**src/design/u8dec_pkg.sv**
```systemverilog
// shared types, constants and the lead byte decode for the utf-8 decoder
// no dependencies
`timescale 1ns / 1ps

package u8dec_pkg;

    localparam logic [20:0] REPL_CP      = 21'h00FFFD;
    localparam logic [20:0] MIN_TWO_CP   = 21'h000080;
    localparam logic [20:0] MIN_THREE_CP = 21'h000800;
    localparam logic [20:0] MIN_FOUR_CP  = 21'h010000;
    localparam logic [20:0] MAX_CP       = 21'h10FFFF;
    localparam logic [20:0] SURR_LO_CP   = 21'h00D800;
    localparam logic [20:0] SURR_HI_CP   = 21'h00DFFF;
    localparam logic [1:0]  CONT_TAG     = 2'b10;
    localparam logic [2:0]  LEAD2_TAG    = 3'b110;
    localparam logic [3:0]  LEAD3_TAG    = 4'b1110;
    localparam logic [4:0]  LEAD4_TAG    = 5'b11110;

    // open multi-byte sequence
    typedef struct packed {
        logic [1:0]  need;
        logic [1:0]  held;
        logic [20:0] partial;
    } seq_t;

    // what one byte leaves for the output side: rep replacements, then one final beat
    typedef struct packed {
        logic        emit;
        logic [1:0]  rep;
        logic [20:0] cp;
        logic        mal;
        logic        last;
    } desc_t;

    typedef struct packed {
        logic        emit;
        logic [20:0] cp;
        logic        mal;
        logic [1:0]  need;
        logic [20:0] val;
    } lead_t;

    function automatic lead_t start_lead(input logic [7:0] b, input logic last);
        lead_t r;
        r      = '0;
        r.cp   = REPL_CP;
        r.mal  = 1'b1;
        if (!b[7])
        begin
            r.emit = 1'b1;
            r.cp   = {13'd0, b};
            r.mal  = 1'b0;
        end
        else if (b[7:5] == LEAD2_TAG)
        begin
            r.need = 2'd1;
            r.val  = {16'd0, b[4:0]};
        end
        else if (b[7:4] == LEAD3_TAG)
        begin
            r.need = 2'd2;
            r.val  = {17'd0, b[3:0]};
        end
        else if (b[7:3] == LEAD4_TAG)
        begin
            r.need = 2'd3;
            r.val  = {18'd0, b[2:0]};
        end
        else
        begin
            r.emit = 1'b1;
        end
        // multi-byte lead that ends the text opens nothing
        if (r.need != 2'd0 && last)
        begin
            r.emit = 1'b1;
            r.need = 2'd0;
            r.val  = '0;
        end
        return r;
    endfunction

endpackage

```
**src/design/u8dec_step.sv**
```systemverilog
// per-byte decode: next sequence state and the result descriptor for one byte
// depends on u8dec_pkg
`timescale 1ns / 1ps

module u8dec_step (
    input  logic [7:0]       byte_req,
    input  logic             last_byte,
    input  u8dec_pkg::seq_t  seq_cur,
    output u8dec_pkg::seq_t  seq_next,
    output u8dec_pkg::desc_t desc
);
    import u8dec_pkg::*;

    lead_t       lead;
    logic [20:0] pv;
    logic [1:0]  need_dec;
    logic [1:0]  held_inc;
    logic        bad;

    always_comb
    begin
        lead     = start_lead(byte_req, last_byte);
        pv       = {seq_cur.partial[14:0], byte_req[5:0]};
        need_dec = seq_cur.need - 2'd1;
        held_inc = seq_cur.held + 2'd1;

        unique case (held_inc)
            2'd1:    bad = pv < MIN_TWO_CP;
            2'd2:    bad = pv < MIN_THREE_CP || (pv >= SURR_LO_CP && pv <= SURR_HI_CP);
            2'd3:    bad = pv < MIN_FOUR_CP || pv > MAX_CP;
            default: bad = 1'b1;
        endcase

        seq_next  = seq_cur;
        desc      = '0;
        desc.cp   = REPL_CP;
        desc.mal  = 1'b1;
        desc.last = last_byte;

        if (seq_cur.need != 2'd0)
        begin
            if (byte_req[7:6] == CONT_TAG)
            begin
                if (need_dec == 2'd0)
                begin
                    desc.emit = 1'b1;
                    desc.cp   = bad ? REPL_CP : pv;
                    desc.mal  = bad;
                    seq_next  = '0;
                end
                else if (last_byte)
                begin
                    // lead and every continuation so far, this one as the final beat
                    desc.emit = 1'b1;
                    desc.rep  = held_inc;
                    seq_next  = '0;
                end
                else
                begin
                    seq_next.need    = need_dec;
                    seq_next.held    = held_inc;
                    seq_next.partial = pv;
                end
            end
            else
            begin
                // interrupted sequence, then the byte as a new lead
                desc.emit = 1'b1;
                if (lead.emit)
                begin
                    desc.rep = held_inc;
                    desc.cp  = lead.cp;
                    desc.mal = lead.mal;
                    seq_next = '0;
                end
                else
                begin
                    desc.rep         = seq_cur.held;
                    seq_next.need    = lead.need;
                    seq_next.held    = 2'd0;
                    seq_next.partial = lead.val;
                end
            end
        end
        else
        begin
            if (lead.emit)
            begin
                desc.emit = 1'b1;
                desc.cp   = lead.cp;
                desc.mal  = lead.mal;
            end
            else
            begin
                seq_next.need    = lead.need;
                seq_next.held    = 2'd0;
                seq_next.partial = lead.val;
            end
        end
    end

endmodule

```
**src/design/utf8_to_code_point_decoder_core.sv**
```systemverilog
// utf-8 byte stream to unicode code points, U+FFFD for malformed input
// depends on u8dec_pkg and u8dec_step
//
//  channel  | dir | tdata            | tuser                     | tlast
//  s_axis   | in  | [7:0] byte       | -                         | last byte of text
//  m_axis   | out | [20:0] code pt   | [0] malformed [1] end txt | last beat of byte
//
// one byte per cycle when each byte gives at most one beat and m_axis_tready is high
// a byte giving n beats holds the output for all n beats; a buffered byte giving a beat stalls input
// path from input beat to first output beat: input register, then result register
// reset clears the open sequence and both valid flags
// m_axis_tready low holds the result register; s_axis stays ready while the input register is free
`timescale 1ns / 1ps

module utf8_to_code_point_decoder_core (
    input  logic        clk,
    input  logic        rst_n,
    input  logic        s_axis_tvalid,
    output logic        s_axis_tready,
    input  logic [7:0]  s_axis_tdata,   // [7:0] byte_req
    input  logic        s_axis_tlast,
    output logic        m_axis_tvalid,
    input  logic        m_axis_tready,
    output logic [23:0] m_axis_tdata,   // [20:0] code_point, [23:21] zero
    output logic [1:0]  m_axis_tuser,   // [0] malformed, [1] end_of_text
    output logic        m_axis_tlast
);
    import u8dec_pkg::*;

    logic        s1_valid_reg;
    logic [7:0]  s1_byte_reg;
    logic        s1_last_reg;
    seq_t        seq_reg;
    seq_t        seq_next;
    desc_t       desc;

    logic        s2_valid_reg;
    logic [1:0]  s2_rep_reg;
    logic [20:0] s2_cp_reg;
    logic        s2_mal_reg;
    logic        s2_last_reg;

    logic        s2_free;
    logic        s1_adv;
    logic        rep_beat;

    u8dec_step u_step (
        .byte_req  (s1_byte_reg),
        .last_byte (s1_last_reg),
        .seq_cur   (seq_reg),
        .seq_next  (seq_next),
        .desc      (desc)
    );

    assign rep_beat      = s2_rep_reg != 2'd0;
    assign s2_free       = !s2_valid_reg || (m_axis_tready && !rep_beat);
    assign s1_adv        = s1_valid_reg && (!desc.emit || s2_free);
    assign s_axis_tready = !s1_valid_reg || s1_adv;

    always_ff @(posedge clk or negedge rst_n)
    begin
        if (!rst_n)
        begin
            s1_valid_reg <= 1'b0;
            seq_reg      <= '0;
            s2_valid_reg <= 1'b0;
            s2_rep_reg   <= 2'd0;
        end
        else
        begin
            if (s_axis_tready)
            begin
                s1_valid_reg <= s_axis_tvalid;
            end
            if (s1_adv)
            begin
                seq_reg <= seq_next;
            end
            if (s1_adv && desc.emit)
            begin
                s2_valid_reg <= 1'b1;
                s2_rep_reg   <= desc.rep;
            end
            else if (s2_valid_reg && m_axis_tready)
            begin
                if (rep_beat)
                begin
                    s2_rep_reg <= s2_rep_reg - 2'd1;
                end
                else
                begin
                    s2_valid_reg <= 1'b0;
                end
            end
        end
    end

    always_ff @(posedge clk)
    begin
        if (s_axis_tready && s_axis_tvalid)
        begin
            s1_byte_reg <= s_axis_tdata;
            s1_last_reg <= s_axis_tlast;
        end
        if (s1_adv && desc.emit)
        begin
            s2_cp_reg   <= desc.cp;
            s2_mal_reg  <= desc.mal;
            s2_last_reg <= desc.last;
        end
    end

    assign m_axis_tvalid = s2_valid_reg;
    assign m_axis_tdata  = {3'd0, rep_beat ? REPL_CP : s2_cp_reg};
    assign m_axis_tuser  = {!rep_beat && s2_last_reg, rep_beat || s2_mal_reg};
    assign m_axis_tlast  = !rep_beat;

    // pending replacements only while the result register holds a byte
    a_rep_needs_valid: assert property (@(posedge clk) disable iff (!rst_n)
        s2_rep_reg != 2'd0 |-> s2_valid_reg)
        else $error("replacement count without a held result");

    // open sequence never exceeds four bytes
    a_seq_bound: assert property (@(posedge clk) disable iff (!rst_n)
        seq_reg.need != 2'd0 |-> ({1'b0, seq_reg.need} + {1'b0, seq_reg.held}) <= 3'd3)
        else $error("open sequence longer than four bytes");

    // clean results are unicode scalars
    a_scalar: assert property (@(posedge clk) disable iff (!rst_n)
        m_axis_tvalid && !m_axis_tuser[0] |->
            m_axis_tdata[20:0] <= MAX_CP
            && !(m_axis_tdata[20:0] >= SURR_LO_CP && m_axis_tdata[20:0] <= SURR_HI_CP))
        else $error("clean beat is not a unicode scalar");

    // end of text leaves no sequence open
    a_eot_closes: assert property (@(posedge clk) disable iff (!rst_n)
        s1_adv && s1_last_reg |=> seq_reg.need == 2'd0)
        else $error("sequence left open after last byte");

endmodule

```
**config.mk**
```make
export PLATFORM = sky130hd
export DESIGN_NAME = utf8_to_code_point_decoder_core
export DESIGN_NICKNAME = d
export VERILOG_FILES = /design/src/design/u8dec_pkg.sv /design/src/design/u8dec_step.sv /design/src/design/utf8_to_code_point_decoder_core.sv
export SDC_FILE = /design/constraint.sdc
export NUM_CORES = 1
export LEC_CHECK = 0
export BUFFER_PORTS_ARGS = -buffer_cell sky130_fd_sc_hd__buf_2
export CELL_PAD_IN_SITES_DETAIL_PLACEMENT = 0
export CELL_PAD_IN_SITES_GLOBAL_PLACEMENT = 1
export CORE_AREA = 10 10 90 92
export CTS_CLUSTER_DIAMETER = 150
export DETAILED_ROUTE_END_ITERATION = 8
export DIE_AREA = 0 0 100 102
export HOLD_SLACK_MARGIN = 0.03
export PLACE_DENSITY_LB_ADDON = 0.12
export SYNTH_ARGS = -nofsm -noshare
export SYNTH_HDL_FRONTEND = slang
export SYNTH_SLANG_ARGS = --single-unit
```
**constraint.sdc**
```tcl
create_clock -name clk -period 2.96 [get_ports clk]
set_input_delay 0.148 -clock clk [delete_from_list [all_inputs] [get_ports clk]]
set_output_delay 0.148 -clock clk [all_outputs]
set_load 0.01 [all_outputs]
```
# Word level (Yosys, flattened, before mapping)

Cells that the tools add are included.

Flip-flop bits (word level): 55
Input bits: 13
Output and inout port bits: 29
Logic and storage cells: 93

Add/subtract/negate cells: 3
Order comparisons: 6
Equal/unequal tests: 9
Muxes and demuxes: 37
Reductions and logical operators: 27

Operator list:

| kind                                                                | number |
|---|---|
| two-way mux 25 bit                                                  | 7 |
| two-way mux 23 bit                                                  | 5 |
| two-way mux 22 bit                                                  | 2 |
| two-way mux 21 bit                                                  | 2 |
| two-way mux 17 bit                                                  | 2 |
| greater-or-equal comparator 21 x 16 -> 1 bit, second input constant | 1 |
| greater-than comparator 21 bit, second input constant               | 1 |
| <= comparator 21 x 16 -> 1 bit, second input constant               | 1 |
| < comparator 21 x 12 -> 1 bit, second input constant                | 1 |
| < comparator 21 x 17 -> 1 bit, second input constant                | 1 |
| < comparator 21 x 8 -> 1 bit, second input constant                 | 1 |
| two-way mux 2 bit                                                   | 6 |
| two-way mux 1 bit                                                   | 11 |
| nonzero test 2 bit                                                  | 5 |
| logical AND 1 bit                                                   | 8 |
| equality test 2 bit, second input constant                          | 3 |
| logical OR 1 bit                                                    | 6 |
| AND reduction 2 bit                                                 | 3 |
| equality test 5 bit, second input constant                          | 1 |
| equality test 4 bit, second input constant                          | 1 |
| logical NOT 1 bit                                                   | 4 |
| subtractor 2 x 1 -> 2 bit, second input constant                    | 2 |
| equality test 3 bit, second input constant                          | 1 |
| two-way mux 3 bit                                                   | 1 |
| other kinds (6)                                                     | 6 |

# Longest topological paths before layout

Depth in word-level cells: 17
Gate-level depth with buffers: 7
Depth with buffers taken out: 6

# Modules after synthesis

A second synthesis with hierarchy kept.

Cells, all modules: 259
Area, all modules: 3214.3 um^2

Modules (own cells, without submodules):

| module                          | instances | cells an instance | area an instance (um^2) | sequential area each (um^2) |
|---|---|---|---|---|
| utf8_to_code_point_decoder_core | 1         | 145               | 2367.3                  | 1686.6 |
| u8dec_step                      | 1         | 114               | 847.1                   | 0.0 |

# Worst setup path after synthesis

No wires, ideal clock.

Path kind: register -> register
Start: register seq_reg[23] (netlist bit)
End: register s2_cp_reg[6] (data pin)
Arrival: 1.913 ns
Slack: 0.786 ns
Cell stages (with the launch flop): 8
Buffers on the path: 2
Path through: dfrtp_1 > inv_1 > ha_1 > buf_6 > or4b_4 > or2_1 > buf_6 > o32a_1

RTL lines:

| what                     | RTL line                               | text |
|---|---|---|
| start: declaration       | utf8_to_code_point_decoder_core.sv:33  | `seq_t seq_reg;` |
| start signal: assignment | utf8_to_code_point_decoder_core.sv:77  | `seq_reg <= seq_next;` |
| end signal: assignment   | utf8_to_code_point_decoder_core.sv:107 | `s2_cp_reg <= desc.cp;` |
| end: declaration         | utf8_to_code_point_decoder_core.sv:39  | `logic [20:0] s2_cp_reg;` |

# Worst setup path after layout

Start: register seq_reg[23] (netlist bit)
End: register s2_cp_reg[1], enable pin

Longest elaborated chain between the ends: 9
Elaborated cells on any way between the ends: 10
Classes of those cells: add/sub: 1; mux: 3; reduce/logical: 6

RTL lines:

| what                      | RTL line                               | text |
|---|---|---|
| subtractor 2 x 1 -> 2 bit | u8dec_step.sv:24                       | `need_dec = seq_cur.need - 2'd1;` |
| logical NOT 2 bit         | u8dec_step.sv:44                       | `if (need_dec == 2'd0)` |
| two-way mux 1 bit         | u8dec_step.sv:44                       |  |
| two-way mux 25 bit        | u8dec_step.sv:42                       | `if (byte_req[7:6] == CONT_TAG)` |
| two-way mux 1 bit *       | u8dec_step.sv:40                       | `if (seq_cur.need != 2'd0)` |
| logical NOT 1 bit         | utf8_to_code_point_decoder_core.sv:57  | `assign s1_adv = s1_valid_reg && (!desc.emit \|\| s2_free);` |
| logical OR 1 bit          | utf8_to_code_point_decoder_core.sv:57  |  |
| logical AND 1 bit         | utf8_to_code_point_decoder_core.sv:57  |  |
| logical AND 1 bit *       | utf8_to_code_point_decoder_core.sv:105 | `if (s1_adv && desc.emit)` |

Mark *: on every way between the ends. The rest lies on a longest branch, timed or not.
A chain may end at the register's enable or synchronous reset.

==> qor.csv <==
stage,metric,value,unit
status,status,"complete, no violations",
yosys,ys async rst share,41.82,%
sta,Tmin final,2.324,ns
sta,Setup TNS,0,ns
hold_path,worst min-delay path class,in -> reg,
sta,FMAX,0.4303,GHz
layout,layout cells sized above 1,21.07,%
floorplanning,core area,6277,µm²
routing,wire per inst,16.38,µm
layout,Final #Nets,299,
yosys,most frequent cells after synthesis,"32 x edfxtp_1, 23 x dfrtp_1, 19 x nand2b_1",
clocking,CTS tree,done,
layout,number of flip-flops under the largest register name,21,
setup_path,"Req. time, crit path",2.90,ns
yosys,"area leader, netlist",edfxtp_1,
sta,Final Max Tran Viols,0,
setup_path,CP endpoint,s2_cp_reg[1],
yosys,"Seq/Total Area, Yosys",55.82,%
clocking,CTS HTree Levels,2,
yosys,cell count after synthesis,230,
setup_path,worst r2r path cells,5,
clocking,post_cts resized,0,
global_routing,vias in the first global route,1893,
flow_run,Max Cap Violations,0,
place,gpl congestion,0.7673,
routing,Detail Route Antenna Nets,0,
floorplanning,initial core utilization,43.85,%
setup_path,crit-path max FO,23,
layout,diode count,0,
routing,drt pass-1 iters,4,
global_routing,antenna violations before repair,0,
sta,Setup Viol. Count Final,0,
yosys,"Cell Area, Synth",2753,µm²
routing,final WL,5848,µm
yosys,mean post-synth cell area,11.97,µm²
sta,RSZ-0062 raised after global routing,false,
place,hpwl dp,4206,µm
sta,relative slew slack,44.66,%
layout,fin util,51.25,%
clocking,post-CTS setup buffer count,0,
clocking,Worst-Skew Late Latency,0.31,ns
place,port buffer count,38,
clocking,TritonCTS buffer count,5,
routing,# DRC,0,
routing,drt via density,5.266,
setup_path,CP startpoint,seq_reg[23],
power,Leak,1.447,nW
power,Max IR drop VDD,0.5291,mV
yosys,Post-synth EDFFs,32,
setup_path,CP Class,reg -> reg,
clocking,clk slew on worst S/H paths,0.09,ns
global_routing,Total GRT Usage,11.96,%
yosys,YS warnings,0,
layout,Filler cells,571,
setup_path,r2r setup slk,0.64,ns
clocking,root buffer cell,clkbuf_8,
global_routing,total congestion overflow,0,
setup_path,element type at the critical path start,register,
power,PD cells,884.8,nW/µm²
sta,Worst Clk Skew,0.01006,ns
floorplanning,die area,10200,µm²
sta,endpoints failing hold,0,
global_routing,global-route wire length before repair,9880,µm
yosys,"Distinct cells, synth",44,
yosys,most frequent cell after synthesis,edfxtp_1,
setup_path,CP Data Arrival Time,2.26,ns
yosys,number of synthesized register bits,55,
global_routing,largest net degree at the start of global routing,26,
setup_path,reg2reg end,s2_cp_reg[1],
clocking,Clock Sinks,55,
yosys,Area contributors post-synth,"edfxtp_1 35%, dfrtp_1 21%, nand2b_1 4.3%",
floorplanning,Ports,42,
setup_path,Critical R2R Launch,seq_reg[23],
layout,area grow syn2layout,16.86,%
routing,drt initial violations,63,
floorplanning,Horiz. Die Dim,100,µm
sta,final period utilization,78.51,%
clocking,hold_buf cts,11,
floorplanning,die height,102,µm
routing,vias,1880,
yosys,share of the synthesized area in the top cell type,34.91,%
sta,Worst-Margin Slew,0.8292,ns
setup_path,Worst Setup End Kind,register,
floorplanning,row count,29,
yosys,ys flop type,edfxtp_1,
clocking,Clock Path Buffers,2,
where the power goes:
part	total [mW]	internal, mW	switching, mW	leakage, nW
clock	0.488	0.252	0.235	0.0514
sequential	1.19	1.06	0.125	0.612
combinational	1.17	0.459	0.711	0.784
layout make-up:
cell class / instances / area (µm²) / share of cell area, %
Inverter: 12 / 45.04 / 1.400
Timing Repair Buffer: 54 / 337.8 / 10.50
Tap cell: 77 / 96.34 / 2.995
Clock inverter: 2 / 37.54 / 1.167
Multi-Input combinational cell: 151 / 1091 / 33.92
Sequential cell: 55 / 1536 / 47.76
Clock buffer: 6 / 72.57 / 2.256
worst min-delay path by stage:
stage          slack, ns           from             to  cells past startpoint
2_1_floorplan      -0.15          rst_n  m_axis_tvalid                      0
3_3_place_gp        0.17          rst_n   s1_valid_reg                      1
3_5_place_dp        0.17          rst_n   s1_valid_reg                      1
4_1_cts             0.23  m_axis_tready  m_axis_tvalid                      4
5_1_grt             0.26  m_axis_tready  m_axis_tvalid                      4
6_report            0.24  m_axis_tready  m_axis_tvalid                      4
cells by family after synthesis:
group / after synthesis / synth area share, %
mux: 12 / 4.545
flops: 55 / 55.82
xor+xnor: 1 / 0.3182
other cells: 1 / 0.1362
compound gates: 39 / 10.32
fa+ha+maj: 7 / 3.182
simple gates: 89 / 20.86
buf+inv: 26 / 4.818
metal layers:
layer,wire (µm),track usage [%]
met1,2882,15.55
met2,2505,18.17
met3,384,4.251
met4,76,4.022
met5,0,0
layout by cell type, fill, tap and decap left out, types with 2 or more instances in the layout:
master and n:
o21ai_0 9, o31a_1 9, nor2_1 4, nand2b_1 19, dfrtp_1 23, or4_1 2, nand3_1 7, dlygate4sd3_1 11
nand3b_1 7, mux2_2 4, and3_1 9, inv_1 12, nand4_1 2, mux2i_1 8, and2_1 8, a21o_1 10
clkbuf_8 5, and4_1 10, conb_1 3, buf_4 5, ha_1 7, edfxtp_1 32, nand2_1 10, nor3_1 2
a21oi_1 3, buf_2 38
critical path: stages (launching register included):
cell     delay (ns)
dfrtp_1        0.40
inv_1          0.08
ha_1           0.36
or4_1          0.22
nand4_1        0.20
inv_1          0.69
per-stage QoR:
stage                     cells  area, µm²  setup WS (ns)  hold WS, ns  total power [mW]
after global placement      338       2997         0.6690       0.1727             2.378
after global routing        357       3217         0.4187       0.2638             3.076
after detailed placement    338       2997         0.6318       0.1728             2.383
final                       357       3217         0.6362       0.2395             2.846
after CTS                   357       3217         0.6090       0.2323             2.885
after floorplan             232       2760         0.7859      -0.1476             1.994
No activity file was read; power rests on OpenSTA's default activity.
